`config.mk`:
```
export PLATFORM = sky130hd
export DESIGN_NAME = red_eye_region_scorer_flat
export DESIGN_NICKNAME = d
export VERILOG_FILES = /design/src/hdl/rers_pkg.sv /design/src/hdl/rers_if.sv /design/src/hdl/rers_cfg.sv /design/src/hdl/rers_ctrl.sv /design/src/hdl/rers_dp.sv /design/src/hdl/red_eye_region_scorer.sv /design/src/flat_wrapper.sv
export VERILOG_INCLUDE_DIRS = /design/src /design/src/hdl
export SDC_FILE = /design/constraint.sdc
export NUM_CORES = 2
export LEC_CHECK = 0
export ABC_AREA = 1
export BUFFER_PORTS_ARGS = -buffer_cell sky130_fd_sc_hd__buf_2
export CAP_MARGIN = 20
export CORE_MARGIN = 8
export CORE_UTILIZATION = 55
export DETAILED_ROUTE_END_ITERATION = 10
export PLACE_DENSITY = 0.71
export SYNTH_ARGS = -nofsm -noshare
export SYNTH_HDL_FRONTEND = slang
export SYNTH_SLANG_ARGS = --single-unit
```
`constraint.sdc`:
```
create_clock -name clk -period 8.9 [get_ports clk]
set_input_delay 1.78 -clock clk [delete_from_list [all_inputs] [get_ports clk]]
set_output_delay 1.78 -clock clk [all_outputs]
set_load 0.02 [all_outputs]
```
`src/hdl/red_eye_region_scorer_defines.svh`:
```
// assertion macros shared by the red-eye scorer rtl
// no dependencies; expects clk and rst_n in the scope where a macro is used
`ifndef RED_EYE_REGION_SCORER_DEFINES_SVH
`define RED_EYE_REGION_SCORER_DEFINES_SVH

// same-cycle implication, checked on every rising edge out of reset
`define RERS_ASSERT_NOW(label, ante, cons, msg) \
  label: assert property (@(posedge clk) disable iff (!rst_n) (ante) |-> (cons)) \
    else $error(msg);

// next-cycle implication, checked on every rising edge out of reset
`define RERS_ASSERT_NEXT(label, ante, cons, msg) \
  label: assert property (@(posedge clk) disable iff (!rst_n) (ante) |=> (cons)) \
    else $error(msg);

`endif

```
`src/hdl/rers_pkg.sv`:
```
// types, constants and helper functions for the red-eye region scorer
// no dependencies; imported by every other file of the block except the defines header
`default_nettype none

package rers_pkg;

  // pixel and rectangle geometry
  localparam int PIX_BITS        = 12;
  localparam int COORD_BITS      = 12;
  localparam int RECT_FIELD_BITS = 13;
  localparam int RECT_BITS       = 4 * RECT_FIELD_BITS;
  localparam int CHAN_BITS       = 8;

  // counters
  localparam int CNT_BITS = 25;
  localparam logic [CNT_BITS-1:0] CNT_MAX = '1;

  // red pixel thresholds
  localparam logic [CHAN_BITS-1:0] HUE_LO  = 8'd10;
  localparam logic [CHAN_BITS-1:0] HUE_HI  = 8'd170;
  localparam logic [CHAN_BITS-1:0] SAT_MIN = 8'd70;
  localparam logic [CHAN_BITS-1:0] VAL_MIN = 8'd70;

  // scores in q8
  localparam int Q8_BITS = 9;
  localparam logic [Q8_BITS-1:0] Q8_ONE   = 9'd256;
  localparam logic [Q8_BITS-1:0] CAP_LOC  = 9'd204;
  localparam logic [Q8_BITS-1:0] CAP_NLOC = 9'd102;

  // localized test: 1000*re*tf > 3500*rf*te + 18*te*tf
  localparam int K_LOC_BITS = 10;
  localparam int K_LOC      = 1000;
  localparam int K_FACE     = 3500;
  localparam int K_OFS      = 18;
  localparam int PROD_BITS  = 2 * CNT_BITS;
  localparam int LHS_BITS   = PROD_BITS + K_LOC_BITS;
  localparam int RHS_BITS   = PROD_BITS + 13;

  // ratio > 0.08 as 25*re > 2*te
  localparam int HIGH_BITS = CNT_BITS + 5;
  localparam int HIGH_NUM  = 25;
  localparam int HIGH_DEN  = 2;

  // linear score floor(3200*re/te), 8 quotient bits
  localparam int K_LIN        = 3200;
  localparam int NUM_BITS     = CNT_BITS + 12;
  localparam int DIV_BITS     = 8;
  localparam int DIV_IDX_BITS = $clog2(DIV_BITS);

  // floor(n/5) for n <= 1024 as (n*52429) >> 18
  localparam int FIVE_IN_BITS   = Q8_BITS + 2;
  localparam int FIVE_RECIP     = 52429;
  localparam int FIVE_SHIFT     = 18;
  localparam int FIVE_PROD_BITS = FIVE_IN_BITS + 16;

  // apb port
  localparam int APB_DATA_BITS = 64;
  localparam int APB_ADDR_BITS = 5;
  localparam int REG_IDX_LSB   = 3;
  localparam int REG_IDX_BITS  = APB_ADDR_BITS - REG_IDX_LSB;

  typedef enum logic [REG_IDX_BITS-1:0] {
    REG_FACE      = 2'd0,
    REG_LEFT_EYE  = 2'd1,
    REG_RIGHT_EYE = 2'd2
  } reg_idx_t;

  typedef struct packed {
    logic [RECT_FIELD_BITS-1:0] y1;
    logic [RECT_FIELD_BITS-1:0] x1;
    logic [RECT_FIELD_BITS-1:0] y0;
    logic [RECT_FIELD_BITS-1:0] x0;
  } rect_t;

  typedef enum logic [3:0] {
    S_IDLE,
    S_MUL_A,
    S_MUL_B,
    S_MUL_C,
    S_ACC,
    S_CMP,
    S_DIV,
    S_EYE,
    S_FINAL
  } state_t;

  typedef enum logic [1:0] {
    MUL_RE_TF,
    MUL_RF_TE,
    MUL_TE_TF
  } mul_sel_t;

  typedef enum logic {
    EYE_LEFT,
    EYE_RIGHT
  } eye_t;

  typedef struct packed {
    logic                    in_ready;
    mul_sel_t                mul_sel;
    logic                    mul_en;
    logic                    lhs_ld;
    logic                    rhs_ld;
    logic                    rhs_acc;
    logic                    cmp_ld;
    logic                    div_step;
    logic [DIV_IDX_BITS-1:0] div_bit;
    eye_t                    eye;
    logic                    eye_wr;
    logic                    out_load;
  } cmd_t;

  typedef struct packed {
    logic slot_free;
  } sts_t;

  function automatic logic in_box(input rect_t box,
                                  input logic [RECT_FIELD_BITS-1:0] x,
                                  input logic [RECT_FIELD_BITS-1:0] y);
    return (x >= box.x0) && (x < box.x1) && (y >= box.y0) && (y < box.y1);
  endfunction

  function automatic logic [CNT_BITS-1:0] sat_inc(input logic [CNT_BITS-1:0] c);
    return (c == CNT_MAX) ? c : c + 1'b1;
  endfunction

endpackage

`default_nettype wire

```
`src/hdl/rers_if.sv`:
```
// valid/ready channel interfaces: pixel input and score result
// depends on rers_pkg
`default_nettype none

interface rers_pix_if;
  import rers_pkg::*;

  logic                  valid;
  logic                  ready;
  logic [PIX_BITS-1:0]   pix_x;
  logic [PIX_BITS-1:0]   pix_y;
  logic [CHAN_BITS-1:0]  hue;
  logic [CHAN_BITS-1:0]  sat;
  logic [CHAN_BITS-1:0]  val;
  logic                  last_pixel;

  modport source (output valid, pix_x, pix_y, hue, sat, val, last_pixel, input ready);
  modport sink   (input valid, pix_x, pix_y, hue, sat, val, last_pixel, output ready);
endinterface

interface rers_score_if;
  import rers_pkg::*;

  logic               valid;
  logic               ready;
  logic [Q8_BITS-1:0] score_q8;
  logic               red_eye_found;
  logic [Q8_BITS-1:0] left_score_q8;
  logic [Q8_BITS-1:0] right_score_q8;

  modport source (output valid, score_q8, red_eye_found, left_score_q8, right_score_q8,
                  input ready);
  modport sink   (input valid, score_q8, red_eye_found, left_score_q8, right_score_q8,
                  output ready);
endinterface

`default_nettype wire

```
`src/hdl/rers_cfg.sv`:
```
// apb register file holding the face and eye rectangles
// depends on rers_pkg
`default_nettype none

module rers_cfg (
  input  logic                               clk,
  input  logic                               rst_n,
  input  logic                               psel,
  input  logic                               penable,
  input  logic                               pwrite,
  input  logic [rers_pkg::APB_ADDR_BITS-1:0] paddr,
  input  logic [rers_pkg::APB_DATA_BITS-1:0] pwdata,
  output logic [rers_pkg::APB_DATA_BITS-1:0] prdata,
  output logic                               pready,
  output rers_pkg::rect_t                    face_rect,
  output rers_pkg::rect_t                    left_rect,
  output rers_pkg::rect_t                    right_rect
);
  import rers_pkg::*;

  rect_t face_r, face_nxt;
  rect_t left_r, left_nxt;
  rect_t right_r, right_nxt;
  logic [REG_IDX_BITS-1:0] idx;
  logic wr_en;
  rect_t wr_val;

  assign pready = 1'b1;
  assign idx    = paddr[APB_ADDR_BITS-1:REG_IDX_LSB];
  assign wr_en  = psel && penable && pwrite && pready;
  assign wr_val = rect_t'(pwdata[RECT_BITS-1:0]);

  always_comb begin
    face_nxt  = face_r;
    left_nxt  = left_r;
    right_nxt = right_r;
    if (wr_en) begin
      unique case (idx)
        REG_FACE:      face_nxt  = wr_val;
        REG_LEFT_EYE:  left_nxt  = wr_val;
        REG_RIGHT_EYE: right_nxt = wr_val;
        default: ;
      endcase
    end
  end

  always_ff @(posedge clk) begin
    if (!rst_n) begin
      face_r  <= '0;
      left_r  <= '0;
      right_r <= '0;
    end else begin
      face_r  <= face_nxt;
      left_r  <= left_nxt;
      right_r <= right_nxt;
    end
  end

  always_comb begin
    unique case (idx)
      REG_FACE:      prdata = APB_DATA_BITS'(face_r);
      REG_LEFT_EYE:  prdata = APB_DATA_BITS'(left_r);
      REG_RIGHT_EYE: prdata = APB_DATA_BITS'(right_r);
      default:       prdata = '0;
    endcase
  end

  assign face_rect  = face_r;
  assign left_rect  = left_r;
  assign right_rect = right_r;

endmodule

`default_nettype wire

```
`src/hdl/rers_ctrl.sv`:
```
// sequencer: pixel intake, per-eye scoring steps and result hand-off
// depends on rers_pkg and red_eye_region_scorer_defines.svh
`default_nettype none
`include "red_eye_region_scorer_defines.svh"

module rers_ctrl (
  input  logic           clk,
  input  logic           rst_n,
  input  logic           in_valid,
  input  logic           in_last,
  input  rers_pkg::sts_t sts,
  output rers_pkg::cmd_t cmd
);
  import rers_pkg::*;

  state_t state_r, state_nxt;
  eye_t eye_r, eye_nxt;
  logic [DIV_IDX_BITS-1:0] div_bit_r, div_bit_nxt;

  always_ff @(posedge clk) begin
    if (!rst_n) begin
      state_r   <= S_IDLE;
      eye_r     <= EYE_LEFT;
      div_bit_r <= '0;
    end else begin
      state_r   <= state_nxt;
      eye_r     <= eye_nxt;
      div_bit_r <= div_bit_nxt;
    end
  end

  always_comb begin
    state_nxt   = state_r;
    eye_nxt     = eye_r;
    div_bit_nxt = div_bit_r;
    cmd          = '0;
    cmd.mul_sel  = MUL_RE_TF;
    cmd.eye      = eye_r;
    cmd.div_bit  = div_bit_r;
    unique case (state_r)
      S_IDLE: begin
        cmd.in_ready = 1'b1;
        if (in_valid && in_last) begin
          eye_nxt   = EYE_LEFT;
          state_nxt = S_MUL_A;
        end
      end
      S_MUL_A: begin
        cmd.mul_sel = MUL_RE_TF;
        cmd.mul_en  = 1'b1;
        state_nxt   = S_MUL_B;
      end
      S_MUL_B: begin
        cmd.mul_sel = MUL_RF_TE;
        cmd.mul_en  = 1'b1;
        cmd.lhs_ld  = 1'b1;
        state_nxt   = S_MUL_C;
      end
      S_MUL_C: begin
        cmd.mul_sel = MUL_TE_TF;
        cmd.mul_en  = 1'b1;
        cmd.rhs_ld  = 1'b1;
        state_nxt   = S_ACC;
      end
      S_ACC: begin
        cmd.rhs_acc = 1'b1;
        state_nxt   = S_CMP;
      end
      S_CMP: begin
        cmd.cmp_ld  = 1'b1;
        div_bit_nxt = DIV_IDX_BITS'(DIV_BITS - 1);
        state_nxt   = S_DIV;
      end
      S_DIV: begin
        cmd.div_step = 1'b1;
        if (div_bit_r == '0) begin
          state_nxt = S_EYE;
        end else begin
          div_bit_nxt = div_bit_r - 1'b1;
        end
      end
      S_EYE: begin
        cmd.eye_wr = 1'b1;
        if (eye_r == EYE_LEFT) begin
          eye_nxt   = EYE_RIGHT;
          state_nxt = S_MUL_A;
        end else begin
          state_nxt = S_FINAL;
        end
      end
      S_FINAL: begin
        if (sts.slot_free) begin
          cmd.out_load = 1'b1;
          state_nxt    = S_IDLE;
        end
      end
      default: state_nxt = S_IDLE;
    endcase
  end

  // a last pixel closes intake until the frame result is handed off
  `RERS_ASSERT_NEXT(a_last_stops_intake, in_valid && cmd.in_ready && in_last, !cmd.in_ready, "intake open after last pixel")
  // the result register is loaded only when it can take a value
  `RERS_ASSERT_NOW(a_load_needs_slot, cmd.out_load, sts.slot_free, "result loaded into a full slot")
  // every division starts from the top quotient bit
  `RERS_ASSERT_NEXT(a_div_starts_top, state_r == S_CMP, div_bit_r == DIV_IDX_BITS'(DIV_BITS - 1) && state_r == S_DIV, "division did not start at top bit")

endmodule

`default_nettype wire

```
`src/hdl/rers_dp.sv`:
```
// datapath: rectangle counters, shared multiplier, divider and result register
// depends on rers_pkg and red_eye_region_scorer_defines.svh
`default_nettype none
`include "red_eye_region_scorer_defines.svh"

module rers_dp (
  input  logic                           clk,
  input  logic                           rst_n,
  input  rers_pkg::cmd_t                 cmd,
  output rers_pkg::sts_t                 sts,
  input  logic                           pix_valid,
  input  logic [rers_pkg::PIX_BITS-1:0]  pix_x,
  input  logic [rers_pkg::PIX_BITS-1:0]  pix_y,
  input  logic [rers_pkg::CHAN_BITS-1:0] hue,
  input  logic [rers_pkg::CHAN_BITS-1:0] sat,
  input  logic [rers_pkg::CHAN_BITS-1:0] val,
  input  rers_pkg::rect_t                face_rect,
  input  rers_pkg::rect_t                left_rect,
  input  rers_pkg::rect_t                right_rect,
  input  logic                           out_ready,
  output logic                           out_valid,
  output logic [rers_pkg::Q8_BITS-1:0]   score_q8,
  output logic                           red_eye_found,
  output logic [rers_pkg::Q8_BITS-1:0]   left_score_q8,
  output logic [rers_pkg::Q8_BITS-1:0]   right_score_q8
);
  import rers_pkg::*;

  // counters
  logic [CNT_BITS-1:0] face_red_r, face_red_nxt, face_tot_r, face_tot_nxt;
  logic [CNT_BITS-1:0] left_red_r, left_red_nxt, left_tot_r, left_tot_nxt;
  logic [CNT_BITS-1:0] right_red_r, right_red_nxt, right_tot_r, right_tot_nxt;
  logic [RECT_FIELD_BITS-1:0] xm, ym;
  logic pix_take, is_red, in_face, in_left, in_right;

  // scoring
  logic [CNT_BITS-1:0] eye_red, eye_tot, rf_eff, tf_eff, mul_a, mul_b;
  logic face_empty;
  logic [PROD_BITS-1:0] prod_r;
  logic [LHS_BITS-1:0] lhs_r;
  logic [RHS_BITS-1:0] rhs_r;
  logic [NUM_BITS-1:0] num_lin, div_sub, rem_r;
  logic [DIV_BITS-1:0] quo_r;
  logic loc_r, high_r, ovf_r, zero_r;
  logic [Q8_BITS-1:0] cap, quo_q8, lin_cap, eye_score;
  logic [Q8_BITS-1:0] left_score_r, right_score_r;

  // frame result
  logic both_one;
  logic [Q8_BITS-1:0] best, frame_score;
  logic [FIVE_IN_BITS-1:0] best_x4;
  logic [FIVE_PROD_BITS-1:0] fifth_prod;
  logic out_valid_r;
  logic [Q8_BITS-1:0] score_r, left_out_r, right_out_r;
  logic found_r;

  // pixel classification and rectangle hits
  assign pix_take = pix_valid && cmd.in_ready;
  assign xm       = RECT_FIELD_BITS'(pix_x[COORD_BITS-1:0]);
  assign ym       = RECT_FIELD_BITS'(pix_y[COORD_BITS-1:0]);
  assign is_red   = ((hue < HUE_LO) || (hue > HUE_HI)) && (sat > SAT_MIN) && (val > VAL_MIN);
  assign in_face  = in_box(face_rect, xm, ym);
  assign in_left  = in_box(left_rect, xm, ym);
  assign in_right = in_box(right_rect, xm, ym);

  always_comb begin
    face_red_nxt  = face_red_r;
    face_tot_nxt  = face_tot_r;
    left_red_nxt  = left_red_r;
    left_tot_nxt  = left_tot_r;
    right_red_nxt = right_red_r;
    right_tot_nxt = right_tot_r;
    priority if (cmd.out_load) begin
      face_red_nxt  = '0;
      face_tot_nxt  = '0;
      left_red_nxt  = '0;
      left_tot_nxt  = '0;
      right_red_nxt = '0;
      right_tot_nxt = '0;
    end else if (pix_take) begin
      if (in_face) begin
        face_tot_nxt = sat_inc(face_tot_r);
        if (is_red) face_red_nxt = sat_inc(face_red_r);
      end
      if (in_left) begin
        left_tot_nxt = sat_inc(left_tot_r);
        if (is_red) left_red_nxt = sat_inc(left_red_r);
      end
      if (in_right) begin
        right_tot_nxt = sat_inc(right_tot_r);
        if (is_red) right_red_nxt = sat_inc(right_red_r);
      end
    end else begin
      // no transaction: counters hold
    end
  end

  always_ff @(posedge clk) begin
    if (!rst_n) begin
      face_red_r  <= '0;
      face_tot_r  <= '0;
      left_red_r  <= '0;
      left_tot_r  <= '0;
      right_red_r <= '0;
      right_tot_r <= '0;
    end else begin
      face_red_r  <= face_red_nxt;
      face_tot_r  <= face_tot_nxt;
      left_red_r  <= left_red_nxt;
      left_tot_r  <= left_tot_nxt;
      right_red_r <= right_red_nxt;
      right_tot_r <= right_tot_nxt;
    end
  end

  // operands of the eye being scored; an empty face drops out of the test
  assign eye_red    = (cmd.eye == EYE_RIGHT) ? right_red_r : left_red_r;
  assign eye_tot    = (cmd.eye == EYE_RIGHT) ? right_tot_r : left_tot_r;
  assign face_empty = (face_tot_r == '0);
  assign tf_eff     = face_empty ? CNT_BITS'(1) : face_tot_r;
  assign rf_eff     = face_empty ? '0 : face_red_r;

  always_comb begin
    unique case (cmd.mul_sel)
      MUL_RE_TF: begin
        mul_a = eye_red;
        mul_b = tf_eff;
      end
      MUL_RF_TE: begin
        mul_a = rf_eff;
        mul_b = eye_tot;
      end
      MUL_TE_TF: begin
        mul_a = eye_tot;
        mul_b = tf_eff;
      end
      default: begin
        mul_a = '0;
        mul_b = '0;
      end
    endcase
  end

  assign num_lin = NUM_BITS'(eye_red) * NUM_BITS'(K_LIN);
  assign div_sub = NUM_BITS'(eye_tot) << cmd.div_bit;

  always_ff @(posedge clk) begin
    if (cmd.mul_en) prod_r <= PROD_BITS'(mul_a) * PROD_BITS'(mul_b);
    if (cmd.lhs_ld) lhs_r <= LHS_BITS'(prod_r) * LHS_BITS'(K_LOC);
    if (cmd.rhs_ld) begin
      rhs_r <= RHS_BITS'(prod_r) * RHS_BITS'(K_FACE);
    end else if (cmd.rhs_acc) begin
      rhs_r <= rhs_r + RHS_BITS'(prod_r) * RHS_BITS'(K_OFS);
    end
    if (cmd.cmp_ld) begin
      loc_r  <= RHS_BITS'(lhs_r) > rhs_r;
      high_r <= (HIGH_BITS'(eye_red) * HIGH_BITS'(HIGH_NUM)) >
                (HIGH_BITS'(eye_tot) * HIGH_BITS'(HIGH_DEN));
      ovf_r  <= num_lin >= (NUM_BITS'(eye_tot) << DIV_BITS);
      zero_r <= (eye_tot == '0);
      rem_r  <= num_lin;
      quo_r  <= '0;
    end else if (cmd.div_step) begin
      if (rem_r >= div_sub) begin
        rem_r <= rem_r - div_sub;
        quo_r[cmd.div_bit] <= 1'b1;
      end
    end
  end

  // eye score from the comparison flags and the quotient
  assign cap       = loc_r ? CAP_LOC : CAP_NLOC;
  assign quo_q8    = Q8_BITS'(quo_r);
  assign lin_cap   = (ovf_r || (quo_q8 >= cap)) ? cap : quo_q8;
  assign eye_score = zero_r ? '0 : ((high_r && loc_r) ? Q8_ONE : lin_cap);

  always_ff @(posedge clk) begin
    if (cmd.eye_wr) begin
      if (cmd.eye == EYE_RIGHT) right_score_r <= eye_score;
      else                      left_score_r  <= eye_score;
    end
  end

  // frame score: 4/5 of the better eye unless both are full
  assign both_one    = (left_score_r == Q8_ONE) && (right_score_r == Q8_ONE);
  assign best        = (left_score_r > right_score_r) ? left_score_r : right_score_r;
  assign best_x4     = FIVE_IN_BITS'(best) << 2;
  assign fifth_prod  = FIVE_PROD_BITS'(best_x4) * FIVE_PROD_BITS'(FIVE_RECIP);
  assign frame_score = both_one ? Q8_ONE : Q8_BITS'(fifth_prod >> FIVE_SHIFT);

  // result register
  assign sts.slot_free = !out_valid_r || out_ready;

  always_ff @(posedge clk) begin
    if (!rst_n) begin
      out_valid_r <= 1'b0;
    end else if (cmd.out_load) begin
      out_valid_r <= 1'b1;
    end else if (out_ready) begin
      out_valid_r <= 1'b0;
    end
  end

  always_ff @(posedge clk) begin
    if (cmd.out_load) begin
      score_r     <= frame_score;
      found_r     <= (frame_score == Q8_ONE);
      left_out_r  <= left_score_r;
      right_out_r <= right_score_r;
    end
  end

  assign out_valid      = out_valid_r;
  assign score_q8       = score_r;
  assign red_eye_found  = found_r;
  assign left_score_q8  = left_out_r;
  assign right_score_q8 = right_out_r;

  // red counts never pass their totals, saturation included
  `RERS_ASSERT_NOW(a_red_le_total, 1'b1,
                   face_red_r <= face_tot_r && left_red_r <= left_tot_r &&
                   right_red_r <= right_tot_r,
                   "red count above pixel count")
  // the frame hand-off leaves the three totals and the face red count cleared
  `RERS_ASSERT_NEXT(a_clear_on_load, cmd.out_load,
                    face_tot_r == '0 && left_tot_r == '0 && right_tot_r == '0 &&
                    face_red_r == '0,
                    "counters not cleared after frame")
  // a finished division leaves a remainder below the divisor
  `RERS_ASSERT_NOW(a_div_remainder, cmd.eye_wr && !ovf_r && !zero_r,
                   rem_r < NUM_BITS'(eye_tot),
                   "divider remainder not reduced")

endmodule

`default_nettype wire

```
`src/hdl/red_eye_region_scorer.sv`:
```
// red_eye_region_scorer top level: apb registers, sequencer and datapath
// depends on rers_pkg, rers_if, rers_cfg, rers_ctrl, rers_dp
//
// usage
//   in_pix carries one hsv pixel per transaction with its column and row;
//   last_pixel marks the final pixel of a frame. out_score carries one
//   transaction per frame: frame score, found flag and both eye scores.
//   the apb port holds the face, left eye and right eye boxes (64-bit data,
//   registers at byte 0, 8, 16); write them only while the block is idle.
// intake and scoring
//   ordinary pixels are accepted one per cycle, back to back, while intake is
//   open; the six saturating counters update at the accepting edge. a last
//   pixel starts the scoring sequence: per eye five multiply/compare steps on
//   one shared 25x25 multiplier plus eight restoring divide steps and a write,
//   all with in_pix.ready low; then the result is loaded and intake opens
// reset
//   rst_n low at a clock edge clears the boxes, the counters, the sequencer
//   and the result valid
// stalls
//   a waiting result sits in the output register while pixels of the next
//   frame keep flowing; a following last pixel waits at the end of scoring
//   until the output register is free
`default_nettype none

module red_eye_region_scorer (
  input  logic                               clk,
  input  logic                               rst_n,
  rers_pix_if.sink                           in_pix,
  rers_score_if.source                       out_score,
  input  logic                               psel,
  input  logic                               penable,
  input  logic                               pwrite,
  input  logic [rers_pkg::APB_ADDR_BITS-1:0] paddr,
  input  logic [rers_pkg::APB_DATA_BITS-1:0] pwdata,
  output logic [rers_pkg::APB_DATA_BITS-1:0] prdata,
  output logic                               pready
);
  import rers_pkg::*;

  rect_t face_rect, left_rect, right_rect;
  cmd_t  cmd;
  sts_t  sts;

  // box registers
  rers_cfg u_cfg (
    .clk        (clk),
    .rst_n      (rst_n),
    .psel       (psel),
    .penable    (penable),
    .pwrite     (pwrite),
    .paddr      (paddr),
    .pwdata     (pwdata),
    .prdata     (prdata),
    .pready     (pready),
    .face_rect  (face_rect),
    .left_rect  (left_rect),
    .right_rect (right_rect)
  );

  // sequencer owns intake and the scoring steps
  rers_ctrl u_ctrl (
    .clk      (clk),
    .rst_n    (rst_n),
    .in_valid (in_pix.valid),
    .in_last  (in_pix.last_pixel),
    .sts      (sts),
    .cmd      (cmd)
  );

  assign in_pix.ready = cmd.in_ready;

  // counters, arithmetic and the result register
  rers_dp u_dp (
    .clk            (clk),
    .rst_n          (rst_n),
    .cmd            (cmd),
    .sts            (sts),
    .pix_valid      (in_pix.valid),
    .pix_x          (in_pix.pix_x),
    .pix_y          (in_pix.pix_y),
    .hue            (in_pix.hue),
    .sat            (in_pix.sat),
    .val            (in_pix.val),
    .face_rect      (face_rect),
    .left_rect      (left_rect),
    .right_rect     (right_rect),
    .out_ready      (out_score.ready),
    .out_valid      (out_score.valid),
    .score_q8       (out_score.score_q8),
    .red_eye_found  (out_score.red_eye_found),
    .left_score_q8  (out_score.left_score_q8),
    .right_score_q8 (out_score.right_score_q8)
  );

endmodule

`default_nettype wire
```
`src/flat_wrapper.sv`:
```
// flat-port wrapper written by rule: the top's interface ports become plain ports
module red_eye_region_scorer_flat import rers_pkg::*;
  (clk, rst_n, psel, penable, pwrite, paddr, pwdata, prdata, pready, in_pix_valid, in_pix_pix_x, in_pix_pix_y, in_pix_hue, in_pix_sat, in_pix_val, in_pix_last_pixel, in_pix_ready, out_score_valid, out_score_score_q8, out_score_red_eye_found, out_score_left_score_q8, out_score_right_score_q8, out_score_ready);
  rers_pix_if in_pix_i ();
  rers_score_if out_score_i ();
  input  logic clk;
  input  logic rst_n;
  input  logic psel;
  input  logic penable;
  input  logic pwrite;
  input  logic [rers_pkg::APB_ADDR_BITS-1:0] paddr;
  input  logic [rers_pkg::APB_DATA_BITS-1:0] pwdata;
  output logic [rers_pkg::APB_DATA_BITS-1:0] prdata;
  output logic pready;
  input wire logic [$bits(in_pix_i.valid)-1:0] in_pix_valid;
  input wire logic [$bits(in_pix_i.pix_x)-1:0] in_pix_pix_x;
  input wire logic [$bits(in_pix_i.pix_y)-1:0] in_pix_pix_y;
  input wire logic [$bits(in_pix_i.hue)-1:0] in_pix_hue;
  input wire logic [$bits(in_pix_i.sat)-1:0] in_pix_sat;
  input wire logic [$bits(in_pix_i.val)-1:0] in_pix_val;
  input wire logic [$bits(in_pix_i.last_pixel)-1:0] in_pix_last_pixel;
  output wire logic [$bits(in_pix_i.ready)-1:0] in_pix_ready;
  output wire logic [$bits(out_score_i.valid)-1:0] out_score_valid;
  output wire logic [$bits(out_score_i.score_q8)-1:0] out_score_score_q8;
  output wire logic [$bits(out_score_i.red_eye_found)-1:0] out_score_red_eye_found;
  output wire logic [$bits(out_score_i.left_score_q8)-1:0] out_score_left_score_q8;
  output wire logic [$bits(out_score_i.right_score_q8)-1:0] out_score_right_score_q8;
  input wire logic [$bits(out_score_i.ready)-1:0] out_score_ready;
  assign in_pix_i.valid = in_pix_valid;
  assign in_pix_i.pix_x = in_pix_pix_x;
  assign in_pix_i.pix_y = in_pix_pix_y;
  assign in_pix_i.hue = in_pix_hue;
  assign in_pix_i.sat = in_pix_sat;
  assign in_pix_i.val = in_pix_val;
  assign in_pix_i.last_pixel = in_pix_last_pixel;
  assign in_pix_ready = in_pix_i.ready;
  assign out_score_valid = out_score_i.valid;
  assign out_score_score_q8 = out_score_i.score_q8;
  assign out_score_red_eye_found = out_score_i.red_eye_found;
  assign out_score_left_score_q8 = out_score_i.left_score_q8;
  assign out_score_right_score_q8 = out_score_i.right_score_q8;
  assign out_score_i.ready = out_score_ready;
  red_eye_region_scorer u_core (.clk(clk), .rst_n(rst_n), .in_pix(in_pix_i), .out_score(out_score_i), .psel(psel), .penable(penable), .pwrite(pwrite), .paddr(paddr), .pwdata(pwdata), .prdata(prdata), .pready(pready));
endmodule
```
==> metrics.csv <==
stage;metric;value;unit
route;viasPerCell;5.754;
global_routing;overflow;0;
cells_and_area;syn2layout_area_growth;6.909;%
route;ant_nets;0;
route;num_vias;84930;
clocking;cts_tree;yes;
synth;synthArstFlopShare;0;%
setup_path;required;9.35;ns
clocking;cts-root-buf;clkbuf_16;
floorplan;fp.dieW;420.9;um
clocking;hold_buffers;0;
cells_and_area;nets;14630;
floorplan;row_count;148;
timing;max_freq;114.6;MHz
hold_path;holdCritPathClass;flip-flop to flip-flop;
setup_path;critPathKind;flip-flop to flip-flop;
floorplan;io_pins;220;
hold_path;min_from;u_core.u_cfg.right_rect[35];
clocking;clock_path_buffers;3;
floorplan;die_area;177200;um2
timing;slew_headroom;17.87;%
timing;timing.setup.tns;0;ns
synth;synth_flop_cell;dfxtp_1;
clocking;ctsResizeCount;0;
global_routing;grt_pass1_wl;502500;um
timing;rsz0062_at_grt;no;
timing;finalHoldViolCount;0;
cells_and_area;layout.cells.most_common;nand2_1;
timing;min_period_over_period;98.07;%
setup_path;critPathSlowestCell;o21ai_0;
placement;io_buffers;191;
cells_and_area;drive_gt1_share;4.858;%
synth;synth_warnings;0;
timing;finalMaxSlewViolations;0;
placement;dpl.hpwl;276400;um
run;drv_cap;0;
synth;syn-cell-area;90190;um2
global_routing;grt_util_all_layers;36.41;%
timing;finalClockSkew;0.03524;ns
timing;setup_viol_count_final;0;
cells_and_area;final_cell_mix;nand2_1, inv_1, nor2_1;
setup_path;cp_top_family;adder cells;
route;drt_iter0_markers;7862;
cells_and_area;nFillCells;15450;
clocking;cts_setup_buffers;0;
setup_path;critPathLaunch;u_core.u_ctrl.eye_r;
global_routing;grt_max_degree;135;
setup_path;crit_fanout;44;
route;wl;333000;um
timing;finalCriticalPeriod;8.728;ns
setup_path;start_kind;flip-flop;
setup_path;r2r-start;u_core.u_ctrl.eye_r;
clocking;cts.sinks;579;
route;drtPass1Iterations;8;
clocking;numCtsBuffers;77;
clocking;clk_pin_slew_worst_paths;0.05;ns
placement;gp_congestion;1.081;
synth;synth.distinct_cells;69;
route;wire_per_inst;22.56;um
synth;synth_seq_cells;579;
setup_path;worst_setup_path_end_kind;flip-flop;
clocking;htreeDepth;3;
setup_path;path_buf_inv;9;
setup_path;slowest_delay;0.84;ns
synth;ys_seq_area_share;15.59;%
floorplan;start_util;55.41;%
synth;synth_edf_count;247;
synth;syn_inst;12370;
setup_path;cp.arrival;9.18;ns
outcome;status;complete, no violations;
global_routing;grt_pass1_vias;85350;
synth;syn_area_per_cell;7.291;um2
global_routing;antenna_found_initial;15;
floorplan;die-height;420.9;um
timing;worstMarginPinSlew;1.232;ns
floorplan;core;162800;um2
clocking;insertion_delay;0.72;ns
route;drc_errors;0;
stage by stage:
step / util (%) / std cells / setup slack (ns) / cell area (um2) / hold slack (ns)
final: 59.24 / 14760 / 0.1721 / 96420 / 0.4747
after global routing: 59.23 / 14760 / 0.01835 / 96410 / 0.4964
after CTS: 59.18 / 14750 / 0.4327 / 96330 / 0.4763
after detailed placement: 57.55 / 14610 / 0.4310 / 93670 / 0.4685
after global placement: 57.54 / 14610 / 0.4978 / 93660 / 0.4602
after floorplan: - / 12380 / 1.682 / 90230 / 0.4264
path summary, 6_finish.rpt:
kind	slack (ns)	endpoint	cells after the start
hold reg to reg	0.47	u_core.u_cfg.right_rect[35]	2
hold / removal	0.47	u_core.u_cfg.right_rect[35]	2
setup reg to reg	0.17	u_core.u_dp.prod_r[40]	28
setup / recovery	0.17	u_core.u_dp.prod_r[40]	28
cell families (layout without fill, tap and decap cells):
family / Yosys count / count (layout) / synth area share (%)
flip-flops: 579 / 579 / 15.59
AND/OR/NAND/NOR: 5058 / 5058 / 23.31
XOR/XNOR: 300 / 300 / 2.913
other: 2 / 22 / 0.008327
adder cells (fa/ha/maj): 1987 / 1987 / 35.83
AO/OA/AOI/OAI: 1763 / 1763 / 10.67
buffers and inverters: 2664 / 2861 / 11.50
multiplexers: 16 / 16 / 0.1776
sequential cells by signal (all words and copies together), names as in the netlist, 37 cells and up:
| register | flops |
|---|---|
| u_core.u_cfg.face_rect | 52 |
| u_core.u_cfg.left_rect | 52 |
| u_core.u_cfg.right_rect | 52 |
| u_core.u_dp.lhs_r | 57 |
| u_core.u_dp.prod_r | 50 |
| u_core.u_dp.rem_r | 37 |
| u_core.u_dp.rhs_r | 62 |
Yosys cell counts, types with 5 or more instances:
cell type / n / area [um2]
or2_2: 23 / 143.9
o21bai_1: 50 / 375.4
buf_1: 9 / 33.78
o211ai_1: 10 / 75.07
o21ai_1: 17 / 85.08
a21oi_1: 850 / 4254
ha_1: 994 / 12440
edfxtp_1: 247 / 7417
clkbuf_1: 105 / 394.1
buf_4: 35 / 262.8
inv_2: 41 / 153.9
mux2i_1: 16 / 160.2
a22oi_1: 5 / 37.54
nor3_1: 131 / 655.6
nor2_4: 13 / 146.4
a21boi_0: 14 / 105.1
o21ai_0: 602 / 3013
nand4_1: 222 / 1389
buf_2: 127 / 635.6
xnor2_1: 78 / 683.2
nand2_1: 2720 / 10210
dfxtp_1: 332 / 6646
xor2_1: 222 / 1944
and2_1: 7 / 43.79
a21o_1: 33 / 247.7
fa_1: 993 / 19880
nor4_1: 35 / 219.0
buf_6: 10 / 112.6
nand3b_1: 38 / 285.3
o221ai_1: 49 / 429.2
nor2_1: 1241 / 4658
o22ai_1: 24 / 150.1
nand3_1: 579 / 2898
nand2_2: 5 / 31.28
o31ai_1: 5 / 37.54
and3_1: 8 / 50.05
nor2_2: 17 / 106.4
a21oi_2: 15 / 131.4
o21a_1: 25 / 187.7
a31oi_1: 41 / 256.5
inv_1: 2332 / 8753
area by class of cell:
class / count / area [um2] / share of cell area (%)
Antenna cell: 9 / 22.52 / 0.02336
Clock buffer: 102 / 2165 / 2.245
Clock inverter: 37 / 496.7 / 0.5152
Inverter: 2378 / 8929 / 9.260
Multi-Input combinational cell: 9137 / 65860 / 68.30
Sequential cell: 579 / 14060 / 14.59
Tap cell: 2175 / 2721 / 2.822
Timing Repair Buffer: 344 / 2162 / 2.242
layer usage:
| metal | vias to the layer above | routed length [um] | track usage, % |
|---|---|---|---|
| li1 | 39610 | - | - |
| met1 | 40610 | 128500 | 44.56 |
| met2 | 3864 | 153200 | 60.04 |
| met3 | 844 | 27750 | 6.820 |
| met4 | 10 | 23550 | 21.28 |
| met5 | - | 69 | 0 |
worst min-delay path, cell delays in order, from the launching register on:
cell     delay, ns
dfxtp_1       0.30
inv_1         0.06
a21oi_1       0.06
Power is left out: the tool's default activity adds up to more than one toggle a clock period on the data nets, which glitch-free logic cannot reach.
